## src/design/iir_dfo_pkg.sv

```systemverilog
// Shared types, constants and helpers for the direct form one IIR filter.
// Used by the interfaces, the multiplier, the register file and the top level.
package iir_dfo_pkg;

	localparam int SAMPLE_W    = 24;
	localparam int COEF_W      = 32;
	localparam int NUM_FF_TAPS = 3;
	localparam int NUM_POLES   = 3;

	// one scaling product, then the feed-forward taps, then the feedback taps
	localparam int NUM_OPS = 1 + NUM_FF_TAPS + NUM_POLES - 1;
	localparam int OP_W    = $clog2(NUM_OPS);

	localparam int DIGIT_W = 8;
	localparam int NDIG    = (SAMPLE_W + DIGIT_W - 1) / DIGIT_W;
	localparam int MPL_W   = NDIG * DIGIT_W;
	localparam int CNT_W   = $clog2(NDIG + 1);
	localparam int PROD_W  = SAMPLE_W + COEF_W;
	localparam int PACC_W  = MPL_W + COEF_W;

	localparam int ACC_W    = 64;
	localparam int SCALE_SH = 24;
	localparam int ACC_SH   = 30;
	localparam int XR_W     = PROD_W - SCALE_SH + 1;
	localparam int YR_W     = ACC_W - ACC_SH + 1;

	localparam int XH_D = (NUM_FF_TAPS > 1) ? NUM_FF_TAPS - 1 : 1;
	localparam int YH_D = (NUM_POLES > 1) ? NUM_POLES - 1 : 1;

	localparam int CFG_IDX_W = 3;

	typedef logic signed [SAMPLE_W-1:0] sample_t;
	typedef logic signed [COEF_W-1:0]   coef_t;
	typedef logic signed [PROD_W-1:0]   prod_t;
	typedef logic signed [ACC_W-1:0]    acc_t;
	typedef logic [OP_W-1:0]            op_t;

	typedef enum logic [CFG_IDX_W-1:0] {
		REG_FF_D0,
		REG_FF_D1,
		REG_FF_D2,
		REG_FB_D1,
		REG_FB_D2,
		REG_INV_GAIN
	} cfg_reg_t;

	localparam coef_t FF_D0_RESET    = 32'sh4000_0000;
	localparam coef_t INV_GAIN_RESET = 32'sh0100_0000;

	localparam acc_t SAT_HI  = (64'sd1 <<< (SAMPLE_W - 1)) - 64'sd1;
	localparam acc_t SAT_LO  = -SAT_HI - 64'sd1;
	localparam acc_t ACC_MAX = 64'sh7fff_ffff_ffff_ffff;
	localparam acc_t ACC_MIN = 64'sh8000_0000_0000_0000;

	typedef struct packed {
		logic    start;
		coef_t   mcand;
		sample_t mplier;
	} mul_ctrl_t;

	// {clip, value} of v clamped to the sample range
	function automatic logic [SAMPLE_W:0] sat_sample(input acc_t v);
		logic [SAMPLE_W:0] r;
		if (v > SAT_HI) begin
			r = {1'b1, SAT_HI[SAMPLE_W-1:0]};
		end else if (v < SAT_LO) begin
			r = {1'b1, SAT_LO[SAMPLE_W-1:0]};
		end else begin
			r = {1'b0, v[SAMPLE_W-1:0]};
		end
		return r;
	endfunction

endpackage

```

## src/design/iir_dfo_if.sv

```systemverilog
// Valid/ready channel interfaces for the sample input and the filtered output.
// Depends on iir_dfo_pkg for the sample type.
interface iir_dfo_in_if import iir_dfo_pkg::*; ();
	logic    valid;
	logic    ready;
	sample_t sample_in;

	modport source (output valid, output sample_in, input ready);
	modport sink (input valid, input sample_in, output ready);
endinterface

interface iir_dfo_out_if import iir_dfo_pkg::*; ();
	logic    valid;
	logic    ready;
	sample_t sample_out;
	logic    clipped;

	modport source (output valid, output sample_out, output clipped, input ready);
	modport sink (input valid, input sample_out, input clipped, output ready);
endinterface

```

## src/design/iir_dfo_mul.sv

```systemverilog
// Digit-serial signed multiplier: coefficient times sample, MSB digit first.
// Depends on iir_dfo_pkg; one digit per cycle, product valid with done.
module iir_dfo_mul import iir_dfo_pkg::*; (
	input  logic      clk,
	input  logic      arst_n,
	input  mul_ctrl_t ctrl,
	output logic      done,
	output prod_t     prod
);

	coef_t                     mcand_q;
	logic [MPL_W-1:0]          sh_q;
	logic signed [PACC_W-1:0]  prod_q;
	logic [CNT_W-1:0]          cnt_q;
	logic                      done_q;
	logic                      first;
	logic signed [DIGIT_W:0]   dig;
	logic signed [COEF_W+DIGIT_W:0] part;

	assign first = (cnt_q == CNT_W'(NDIG));
	// top digit carries the sign, the rest are unsigned
	assign dig   = first ? {sh_q[MPL_W-1], sh_q[MPL_W-1 -: DIGIT_W]}
	                     : {1'b0, sh_q[MPL_W-1 -: DIGIT_W]};
	assign part  = mcand_q * dig;

	always_ff @(posedge clk or negedge arst_n) begin
		if (!arst_n) begin
			cnt_q  <= '0;
			done_q <= 1'b0;
		end else begin
			done_q <= 1'b0;
			if (ctrl.start) begin
				cnt_q <= CNT_W'(NDIG);
			end else if (cnt_q != '0) begin
				cnt_q  <= cnt_q - CNT_W'(1);
				done_q <= (cnt_q == CNT_W'(1));
			end
		end
	end

	always_ff @(posedge clk) begin
		if (ctrl.start) begin
			mcand_q <= ctrl.mcand;
			sh_q    <= MPL_W'(ctrl.mplier);
		end else if (cnt_q != '0) begin
			sh_q <= sh_q << DIGIT_W;
			if (first) begin
				prod_q <= PACC_W'(part);
			end else begin
				prod_q <= (prod_q <<< DIGIT_W) + PACC_W'(part);
			end
		end
	end

	assign done = done_q;
	assign prod = prod_q[PROD_W-1:0];

endmodule

```

## src/design/iir_dfo_cfg.sv

```systemverilog
// Coefficient and gain registers with write decode and per-step selection.
// Depends on iir_dfo_pkg for the register codes and the step numbering.
module iir_dfo_cfg import iir_dfo_pkg::*; (
	input  logic                 clk,
	input  logic                 arst_n,
	input  logic                 cfg_wen,
	input  logic [CFG_IDX_W-1:0] cfg_index,
	input  logic [COEF_W-1:0]    cfg_wdata,
	input  op_t                  sel_op,
	output coef_t                coef
);

	coef_t ff0_q, ff1_q, ff2_q, fb1_q, fb2_q, inv_q;
	op_t   kf, kb;

	always_ff @(posedge clk or negedge arst_n) begin
		if (!arst_n) begin
			ff0_q <= FF_D0_RESET;
			ff1_q <= '0;
			ff2_q <= '0;
			fb1_q <= '0;
			fb2_q <= '0;
			inv_q <= INV_GAIN_RESET;
		end else if (cfg_wen) begin
			unique case (cfg_reg_t'(cfg_index))
				REG_FF_D0:    ff0_q <= cfg_wdata;
				REG_FF_D1:    ff1_q <= cfg_wdata;
				REG_FF_D2:    ff2_q <= cfg_wdata;
				REG_FB_D1:    fb1_q <= cfg_wdata;
				REG_FB_D2:    fb2_q <= cfg_wdata;
				REG_INV_GAIN: inv_q <= cfg_wdata;
				default:      ;
			endcase
		end
	end

	assign kf = sel_op - OP_W'(1);
	assign kb = sel_op - OP_W'(NUM_FF_TAPS);

	// step 0 scales, then feed-forward taps, then feedback taps; others are zero
	always_comb begin
		coef = '0;
		if (sel_op == '0) begin
			coef = inv_q;
		end else if (sel_op <= OP_W'(NUM_FF_TAPS)) begin
			if (kf == '0) begin
				coef = ff0_q;
			end else if (NUM_FF_TAPS > 1 && kf == OP_W'(1)) begin
				coef = ff1_q;
			end else if (NUM_FF_TAPS > 2 && kf == OP_W'(2)) begin
				coef = ff2_q;
			end
		end else begin
			if (NUM_POLES > 1 && kb == OP_W'(1)) begin
				coef = fb1_q;
			end else if (NUM_POLES > 2 && kb == OP_W'(2)) begin
				coef = fb2_q;
			end
		end
	end

endmodule

```

## src/design/iir_filter_direct_form_one_unit.sv

```systemverilog
// Direct form one IIR filter (biquad at package sizes), fixed point.
// Depends on iir_dfo_pkg, iir_dfo_if, iir_dfo_mul and iir_dfo_cfg.
//
// Usage:
//   samples  : valid/ready input channel, one signed sample per item.
//   filtered : valid/ready output channel, one filtered sample and a
//              clipped flag per input item, in order.
//   cfg_*    : write-only register port (index 0..5: ff_d0, ff_d1, ff_d2,
//              fb_d1, fb_d2, inv_gain); write only while the filter is idle.
// Each item runs six products (input scaling, three feed-forward taps, two
// feedback taps) through one digit-serial 32x9 multiplier, three 8-bit
// digits per product after the operands are loaded. An input is accepted
// only while the filter is idle, so a new input waits until the previous
// item has passed its result to the output register. The output register
// lets the next item start while a result waits; if the receiver still
// stalls when the next result is ready, the filter holds that result and
// accepts nothing until the output register frees up.
// Reset clears both delay lines and loads the default coefficients
// (unity feed-forward, unity gain).
module iir_filter_direct_form_one_unit import iir_dfo_pkg::*; (
	input  logic                 clk,
	input  logic                 arst_n,
	iir_dfo_in_if.sink           samples,
	iir_dfo_out_if.source        filtered,
	input  logic                 cfg_wen,
	input  logic [CFG_IDX_W-1:0] cfg_index,
	input  logic [COEF_W-1:0]    cfg_wdata
);

	typedef enum logic [1:0] {IDLE, RUN, FIN} state_t;

	state_t  state_q;
	op_t     op_q;
	acc_t    acc_q;
	sample_t x0_q;
	logic    sat_q;
	sample_t xh_q [XH_D];
	sample_t yh_q [YH_D];
	sample_t out_smp_q;
	logic    out_clip_q;
	logic    out_valid_q;

	mul_ctrl_t mul_ctrl;
	logic      mul_done;
	prod_t     mul_prod;
	op_t       op_nx;
	op_t       sel_op;
	coef_t     coef;
	sample_t   hist_c;
	logic      last_op;
	logic      neg_term;
	logic      accept;
	logic      out_load;

	logic signed [XR_W-1:0]  xr;
	logic [SAMPLE_W:0]       x0_sat;
	logic signed [YR_W-1:0]  yr;
	logic [SAMPLE_W:0]       y_sat;
	logic signed [ACC_W:0]   term;
	logic signed [ACC_W+1:0] sum;
	logic                    acc_ov;
	acc_t                    acc_add;

	assign accept   = samples.valid && samples.ready;
	assign op_nx    = op_q + OP_W'(1);
	assign sel_op   = (state_q == RUN) ? op_nx : '0;
	assign last_op  = (op_q == OP_W'(NUM_OPS - 1));
	assign neg_term = (op_q > OP_W'(NUM_FF_TAPS));
	assign out_load = (state_q == FIN) && (!out_valid_q || filtered.ready);

	iir_dfo_cfg u_cfg (
		.clk       (clk),
		.arst_n    (arst_n),
		.cfg_wen   (cfg_wen),
		.cfg_index (cfg_index),
		.cfg_wdata (cfg_wdata),
		.sel_op    (sel_op),
		.coef      (coef)
	);

	// scaled input: round to nearest, ties up, then clamp
	assign xr     = XR_W'(mul_prod >>> SCALE_SH) + XR_W'(mul_prod[SCALE_SH-1]);
	assign x0_sat = sat_sample(ACC_W'(xr));

	assign yr    = YR_W'(acc_q >>> ACC_SH) + YR_W'(acc_q[ACC_SH-1]);
	assign y_sat = sat_sample(ACC_W'(yr));

	assign term    = neg_term ? -((ACC_W+1)'(mul_prod)) : (ACC_W+1)'(mul_prod);
	assign sum     = (ACC_W+2)'(acc_q) + (ACC_W+2)'(term);
	assign acc_ov  = (sum[ACC_W+1:ACC_W-1] != 3'b000) && (sum[ACC_W+1:ACC_W-1] != 3'b111);
	assign acc_add = acc_ov ? (sum[ACC_W+1] ? ACC_MIN : ACC_MAX) : sum[ACC_W-1:0];

	always_comb begin
		hist_c = '0;
		for (int i = 0; i < XH_D; i++) begin
			if (i < NUM_FF_TAPS - 1 && op_nx == OP_W'(i + 2)) begin
				hist_c = xh_q[i];
			end
		end
		for (int i = 0; i < YH_D; i++) begin
			if (i < NUM_POLES - 1 && op_nx == OP_W'(i + NUM_FF_TAPS + 1)) begin
				hist_c = yh_q[i];
			end
		end
	end

	always_comb begin
		mul_ctrl.start  = accept || (state_q == RUN && mul_done && !last_op);
		mul_ctrl.mcand  = coef;
		if (state_q == IDLE) begin
			mul_ctrl.mplier = samples.sample_in;
		end else if (op_q == '0) begin
			mul_ctrl.mplier = x0_sat[SAMPLE_W-1:0];
		end else begin
			mul_ctrl.mplier = hist_c;
		end
	end

	iir_dfo_mul u_mul (
		.clk    (clk),
		.arst_n (arst_n),
		.ctrl   (mul_ctrl),
		.done   (mul_done),
		.prod   (mul_prod)
	);

	always_ff @(posedge clk or negedge arst_n) begin
		if (!arst_n) begin
			state_q     <= IDLE;
			op_q        <= '0;
			acc_q       <= '0;
			x0_q        <= '0;
			sat_q       <= 1'b0;
			out_smp_q   <= '0;
			out_clip_q  <= 1'b0;
			out_valid_q <= 1'b0;
			for (int i = 0; i < XH_D; i++) begin
				xh_q[i] <= '0;
			end
			for (int i = 0; i < YH_D; i++) begin
				yh_q[i] <= '0;
			end
		end else begin
			if (out_load) begin
				out_valid_q <= 1'b1;
			end else if (filtered.ready) begin
				out_valid_q <= 1'b0;
			end
			unique case (state_q)
				IDLE: begin
					if (accept) begin
						op_q    <= '0;
						sat_q   <= 1'b0;
						state_q <= RUN;
					end
				end
				RUN: begin
					if (mul_done) begin
						if (op_q == '0) begin
							x0_q  <= x0_sat[SAMPLE_W-1:0];
							sat_q <= sat_q | x0_sat[SAMPLE_W];
						end else if (op_q == OP_W'(1)) begin
							acc_q <= ACC_W'(mul_prod);
						end else begin
							acc_q <= acc_add;
							sat_q <= sat_q | acc_ov;
						end
						if (last_op) begin
							state_q <= FIN;
						end else begin
							op_q <= op_nx;
						end
					end
				end
				FIN: begin
					if (out_load) begin
						out_smp_q   <= y_sat[SAMPLE_W-1:0];
						out_clip_q  <= sat_q | y_sat[SAMPLE_W];
						for (int i = XH_D - 1; i > 0; i--) begin
							xh_q[i] <= xh_q[i-1];
						end
						xh_q[0] <= x0_q;
						for (int i = YH_D - 1; i > 0; i--) begin
							yh_q[i] <= yh_q[i-1];
						end
						yh_q[0] <= y_sat[SAMPLE_W-1:0];
						state_q <= IDLE;
					end
				end
				default: state_q <= IDLE;
			endcase
		end
	end

	assign samples.ready       = (state_q == IDLE);
	assign filtered.valid      = out_valid_q;
	assign filtered.sample_out = out_smp_q;
	assign filtered.clipped    = out_clip_q;

`ifndef SYNTHESIS
	a_accept_starts: assert property (@(posedge clk) disable iff (!arst_n)
		accept |=> (state_q == RUN && op_q == '0))
		else $error("accepted item did not start the product sequence");

	a_done_in_run: assert property (@(posedge clk) disable iff (!arst_n)
		mul_done |-> (state_q == RUN))
		else $error("multiplier finished outside the product sequence");

	a_op_range: assert property (@(posedge clk) disable iff (!arst_n)
		(state_q == RUN) |-> (op_q <= OP_W'(NUM_OPS - 1)))
		else $error("product step out of range");

	a_out_from_fin: assert property (@(posedge clk) disable iff (!arst_n)
		$rose(filtered.valid) |-> ($past(state_q) == FIN))
		else $error("output loaded without a finished item");
`endif

endmodule
```

## src/flat_wrapper.sv

```systemverilog
// flat-port wrapper written by rule: the top's interface ports become plain ports
module iir_filter_direct_form_one_unit_flat import iir_dfo_pkg::*;
  (clk, arst_n, cfg_wen, cfg_index, cfg_wdata, samples_valid, samples_sample_in, samples_ready, filtered_valid, filtered_sample_out, filtered_clipped, filtered_ready);
  iir_dfo_in_if samples_i ();
  iir_dfo_out_if filtered_i ();
  input  logic clk;
  input  logic arst_n;
  input  logic cfg_wen;
  input  logic [CFG_IDX_W-1:0] cfg_index;
  input  logic [COEF_W-1:0] cfg_wdata;
  input wire logic [$bits(samples_i.valid)-1:0] samples_valid;
  input wire logic [$bits(samples_i.sample_in)-1:0] samples_sample_in;
  output wire logic [$bits(samples_i.ready)-1:0] samples_ready;
  output wire logic [$bits(filtered_i.valid)-1:0] filtered_valid;
  output wire logic [$bits(filtered_i.sample_out)-1:0] filtered_sample_out;
  output wire logic [$bits(filtered_i.clipped)-1:0] filtered_clipped;
  input wire logic [$bits(filtered_i.ready)-1:0] filtered_ready;
  assign samples_i.valid = samples_valid;
  assign samples_i.sample_in = samples_sample_in;
  assign samples_ready = samples_i.ready;
  assign filtered_valid = filtered_i.valid;
  assign filtered_sample_out = filtered_i.sample_out;
  assign filtered_clipped = filtered_i.clipped;
  assign filtered_i.ready = filtered_ready;
  iir_filter_direct_form_one_unit u_core (.clk(clk), .arst_n(arst_n), .samples(samples_i), .filtered(filtered_i), .cfg_wen(cfg_wen), .cfg_index(cfg_index), .cfg_wdata(cfg_wdata));
endmodule
```

## config.mk

```make
export PLATFORM = sky130hd
export DESIGN_NAME = iir_filter_direct_form_one_unit_flat
export DESIGN_NICKNAME = d
export VERILOG_FILES = /design/src/design/iir_dfo_pkg.sv /design/src/design/iir_dfo_if.sv /design/src/design/iir_dfo_mul.sv /design/src/design/iir_dfo_cfg.sv /design/src/design/iir_filter_direct_form_one_unit.sv /design/src/flat_wrapper.sv
export SDC_FILE = /design/constraint.sdc
export NUM_CORES = 2
export LEC_CHECK = 0
export BUFFER_PORTS_ARGS = -buffer_cell sky130_fd_sc_hd__buf_4
export CORE_MARGIN = 1.5
export CORE_UTILIZATION = 40
export CTS_BUF_LIST = sky130_fd_sc_hd__clkbuf_4 sky130_fd_sc_hd__clkbuf_8
export CTS_CLUSTER_DIAMETER = 80
export CTS_CLUSTER_SIZE = 14
export DETAILED_ROUTE_END_ITERATION = 7
export PLACE_DENSITY = 0.66
export SYNTH_ARGS = -nofsm -noshare
export SYNTH_HDL_FRONTEND = slang
export SYNTH_HIERARCHICAL = 1
export SYNTH_SLANG_ARGS = --single-unit
```

## constraint.sdc

```tcl
create_clock -name clk -period 23.7 [get_ports clk]
set_input_delay 5.925 -clock clk [delete_from_list [all_inputs] [get_ports clk]]
set_output_delay 5.925 -clock clk [all_outputs]
set_load 0.03 [all_outputs]
```

Yosys cells after proc, flatten, opt, wreduce, memory -nomap -nowiden
Cells that the tools add are included.

Order comparisons: 6. Reductions and logical operators: 32. Multiplexer cells: 46. Equal/unequal tests: 26. Add/subtract/negate cells: 9. $mul: 1. Bitwise logic cells: 5.

Operator list (count): two-way mux 32 bit (7); two-way mux 24 bit (8); two-way mux 64 bit (3); two-way mux 25 bit (4); adder 64 x 65 -> 66 bit (1); two-way mux 65 bit (1); negator 56 -> 65 bit (1); adder 56 x 41 -> 56 bit (1); two-way mux 56 bit (1); multiplier 32 x 9 -> 41 bit (1); adder 34 x 1 -> 35 bit (1); greater-than comparator 35 x 24 -> 1 bit (second input constant) (1); less-than comparator 35 x 24 -> 1 bit (second input constant) (1); adder 32 x 1 -> 33 bit (1); greater-than comparator 33 x 24 -> 1 bit (second input constant) (1); less-than comparator 33 x 24 -> 1 bit (second input constant) (1); == test 3 x 2 -> 1 bit (second input constant) (6); AND reduction 2 bit (8); == test 3 bit (second input constant) (5); == test 3 x 1 -> 1 bit (second input constant) (4); zero test 3 bit (4); two-way mux 2 bit (6); two-way mux 3 bit (4); AND reduction 4 bit (3); 25 further kinds (51).

Register bits: 499. Logic and storage cells: 147. Input port bits: 64. Output and inout port bits: 27.

Depth between registers and ports, before layout
Depth in word-level cells: 10. Mapped depth: 33. Mapped depth without buffers: 31.

Hierarchy
Netlist, hierarchy kept.

By module, submodules not included: iir_filter_direct_form_one_unit (sequential area each 4804.6 um2, times used 1, area an instance 18148.7 um2, cells each 2407); iir_dfo_mul (sequential area each 3438.3 um2, times used 1, area an instance 16697.3 um2, cells each 1734); iir_dfo_cfg (sequential area each 4807.1 um2, times used 1, area an instance 8924.8 um2, cells each 714).

Least setup slack after synthesis
No wires, ideal clock.

Path kind: input to register. From: input port samples_valid. To: register u_core.u_mul.prod_q[0], in the netlist u_core/u_mul/prod[0] (enable). Path slack: 13.662 ns. Data arrival time: 9.568 ns. Cell stages on the path: 5. Required time: 23.230 ns. Buffers on the path: 2. Library setup time: 0.470 ns. Cell sequence: nand2_1 > a21oi_1 > clkbuf_1 > clkbuf_1 > nor2_1.

RTL lines: from (decl) (RTL line flat_wrapper.sv:11) `input wire logic [$bits(samples_i.valid)-1:0] samples_valid;`; to (signal assigned) (RTL line iir_dfo_mul.sv:48) `prod_q <= PACC_W'(part);`; to (signal assigned) (RTL line iir_dfo_mul.sv:50) `prod_q <= (prod_q <<< DIGIT_W) + PACC_W'(part);`; to (decl) (RTL line iir_dfo_mul.sv:13) `logic signed [PACC_W-1:0] prod_q;`.

Worst setup path after layout
From: register u_core.u_mul.cnt_q[0]. To: register u_core.u_mul.prod_q[52], in the netlist u_core/u_mul/prod[52] (data pin).

Word-level cells in the longest chain between the ends: 5.

Ends and longest elaborated chain: from (decl) (RTL line iir_dfo_mul.sv:14) `logic [CNT_W-1:0] cnt_q;`; from (signal assigned) (RTL line iir_dfo_mul.sv:33) `cnt_q <= CNT_W'(NDIG);`; from (signal assigned) (RTL line iir_dfo_mul.sv:35) `cnt_q <= cnt_q - CNT_W'(1);`; == test 2 bit (*) (RTL line iir_dfo_mul.sv:20) `assign first = (cnt_q == CNT_W'(NDIG));`; two-way mux 9 bit (RTL line iir_dfo_mul.sv:22) `assign dig = first ? {sh_q[MPL_W-1], sh_q[MPL_W-1 -: DIGIT_W]}`; multiplier 32 x 9 -> 41 bit (RTL line iir_dfo_mul.sv:24) `assign part = mcand_q * dig;`; adder 56 x 41 -> 56 bit (RTL line iir_dfo_mul.sv:50); two-way mux 56 bit (*) (RTL line iir_dfo_mul.sv:47) `if (first) begin`.

Every way passes the cells marked *; elsewhere a longest branch is shown, timed or not. A chain may end at the register's enable or synchronous reset.

==> impl_metrics.yaml <==
drt:
  wl_per_cell_um: 19.25
  drc: 0
  wirelength_met1_mm: 54.42
  vias: 35380
  avgViaCountPerCell: 5.687
  wl_met2_mm: 55.67
  drtPass1Iterations: 6
  antenna_left: 0
  wl_met3_mm: 6.095
  top_layer: "met4"
  detailedRoute.firstIterationViolations: 2766
  wl_mm: 119.7
layout:
  nets: 5347
  drive_above_1_share_pct: 9.992
  n_fill_cell: 10720
  area_delta_synth_final_pct: 6.203
logic_synthesis:
  synthTopCellsByArea: "dfrtp_1, fa_1, ha_1"
  synth_ff_type: "dfrtp_1"
  synth_area_leader_cell: "dfrtp_1"
  ys_types: 113
  synthDominantCellAreaShare_pct: 22.01
  async_flop_share_pct: 77.56
  synth_edf_count: 112
  netlist_area_sq_um: 43770
  postSynthAreaPerCell_sq_um: 9.016
  ys_seq_elements: 499
  netlist_instances: 4855
  syn_nets: 5434
  seq_area_frac_synth_pct: 29.81
  synth_warnings: 6
floorplanning:
  boundaryPins: 91
  die_h_um: 333.8
  core_area_sq_um: 108700
  dieArea_sq_um: 111400
  start_util_pct: 40.27
  die_w_um: 333.8
  rows: 121
sta:
  slew_viol_final: 0
  holdWs_ns: 0.4763
  rsz0062_at_grt: "no"
  max_freq_mhz: 105.2
  timing.final.crit_period_ns: 9.505
  setup_violations: 0
  timing.setup.tns_ns: 0
  fin_crit_sh_pct: 40.10
  skew_ns: 0.04503
  hold_viol_final: 0
  tightestPinTransition_ns: 1.055
  timing.slew.headroom_pct: 29.31
worst_setup_path:
  regToRegStartpoint: "u_core/u_mul/cnt_q[0]"
  ff2ff_setup_slack_ns: 14.20
  path_class: "reg -> reg"
  slowest_stage: "xnor2_2"
  timing.rr.end: "u_core/u_mul/prod[52]"
  cp-end-kind: "register"
  path_common_cell: "fa_1"
  cp_data_arrival_time_ns: 10.09
  required_ns: 24.28
  cpPeakStageDelay_ns: 0.86
  reg2reg_depth: 30
  worstSetupStartpoint: "u_core/u_mul/cnt_q[0]"
  cp-start-kind: "register"
  cp_max_fo: 51
placement:
  globalplace.congestion: 0.9355
  io_buffers: 90
  hpwl_mm: 87.58
cts:
  h-tree-depth: 2
  clk_latency_ns: 0.75
  cts_made_buffers: 48
  cts_setup_buffers: 0
  cts.sinks: 499
  cts_tree: "yes"
  root_buffer: "clkbuf_8"
  cts_resized: 0
  clk_pin_slew_ns: 0.10
  holdBufCountCts: 0
  cts_buffer_depth: 3
grt:
  grt_first_pass_wirelength_mm: 192.3
  first_global_vias: 34660
  antenna_found_initial: 2
  overflow: 0
  grt_max_degree: 76
  grt_usage_pct: 21.27
run:
  drv_cap: 0
worst_hold_path:
  min_path_type: "reg -> reg"
  worstHoldStart: "u_core/x0_q[17]"
  holdPathEnd: "u_core/xh_q[41]"
  hold_depth: 2
run_status:
  status: "finished, final reports clean"
stage by stage:
step                std cells  setup slack [ns]  cell area (sq um)  utilization, %
floorplan                4855             13.66              43770               -
global placement         6132             14.29              45450           41.81
detailed placement       6132             14.26              45450           41.81
CTS                      6218             14.22              46480           42.76
global route             6219             13.65              46480           42.76
finish                   6220             14.20              46490           42.76
flip-flops by register name, summed over array words and instances (netlist names), 32 cells and up:
register / flops
u_core/acc_q: 64
u_core/u_cfg/fb1_q: 32
u_core/u_cfg/fb2_q: 32
u_core/u_cfg/ff0_q: 32
u_core/u_cfg/ff1_q: 32
u_core/u_cfg/ff2_q: 32
u_core/u_cfg/inv_q: 32
u_core/u_mul/mcand_q: 32
u_core/u_mul/prod: 56
u_core/xh_q: 48
worst max path at each step:
stage	endpoint	slack, ns	depth (start not counted)
3_5_place_dp	u_core/u_mul/prod[52]	14.26	30
6_report	u_core/u_mul/prod[52]	14.20	30
2_1_floorplan	u_core/u_mul/prod[0]	13.66	5
3_3_place_gp	u_core/u_mul/prod[52]	14.29	30
5_1_grt	u_core/u_mul/prod[54]	13.65	30
4_1_cts	u_core/u_mul/prod[52]	14.22	30
metal layers:
| layer | global-route usage (%) | vias to the layer above |
|---|---|---|
| li1 | - | 16820 |
| met5 | 0 | - |
| met1 | 29.55 | 17360 |
| met4 | 6.354 | 0 |
| met2 | 34.71 | 1015 |
| met3 | 2.522 | 188 |
synth_stat cells (48+ instances only):
cell type	count
mux2_2	169
nand2_1	699
xnor2_1	145
nand4_1	52
nor2_1	282
a21o_1	101
buf_2	52
and2_1	179
nor3_1	48
dfrtp_1	385
or3_1	60
mux2_1	84
a21oi_1	409
ha_1	280
inv_1	285
a31oi_1	51
clkbuf_1	172
fa_1	235
nand3_1	79
edfxtp_1	112
xor2_1	100
o21ai_0	257
logic make-up (layout without fill, tap and decap cells):
family | after synthesis | after routing | share of synthesized area, %
adders and majority gates | 515 | 515 | 18.75
buffers and inverters | 564 | 513 | 5.385
and+or+nand+nor | 1547 | 1547 | 16.47
xor gates and xnor gates | 246 | 246 | 4.940
other | 0 | 2 | 0
muxes | 261 | 261 | 6.692
AOI/OAI and AO/OA | 1223 | 1223 | 17.95
DFF | 499 | 499 | 29.81
worst max-delay path, delay by kind of cell, from the launching register on:
family / cells / cell delay [ns]
AOI/OAI and AO/OA: 10 / 2.38
DFF: 1 / 0.42
and+or+nand+nor: 5 / 0.82
adders and majority gates: 8 / 3.60
muxes: 1 / 0.36
xor gates and xnor gates: 1 / 0.86
buffers and inverters: 5 / 0.87
cell type report:
| type | instances | area [sq um] | share of cell area, % |
|---|---|---|---|
| timing repair buffer | 140 | 1059 | 2.277 |
| inverter | 287 | 1079 | 2.320 |
| antenna | 2 | 5.005 | 0.01077 |
| multi-input combinational | 3792 | 28490 | 61.29 |
| tap | 1414 | 1769 | 3.806 |
| clock inverter | 16 | 193.9 | 0.4172 |
| clock buffer | 70 | 838.3 | 1.803 |
| sequential | 499 | 13050 | 28.07 |
placed cells by master (no fill, tap or decap), types with 27 or more instances in the layout:
cell type    n
or3_1       59
nand3_1     77
nand4_1     52
o21a_1      42
a211oi_1    28
a211o_1     40
and2_1     179
nor2_1     278
mux2_2     169
mux2_1      84
o21bai_1    29
and3_1      28
o22ai_1     27
xor2_1     100
o31ai_1     27
nand2_1    699
inv_1      285
ha_1       279
o211ai_1    31
a21oi_1    408
a31oi_1     51
fa_1       235
clkbuf_8    50
dfrtp_1    385
edfxtp_1   112
nor3_1      48
a21o_1     101
xnor2_1    145
o21ai_0    257
buf_4      139
Power is left out: the tool's default activity adds up to more than one toggle a clock period on the data nets, which glitch-free logic cannot reach.
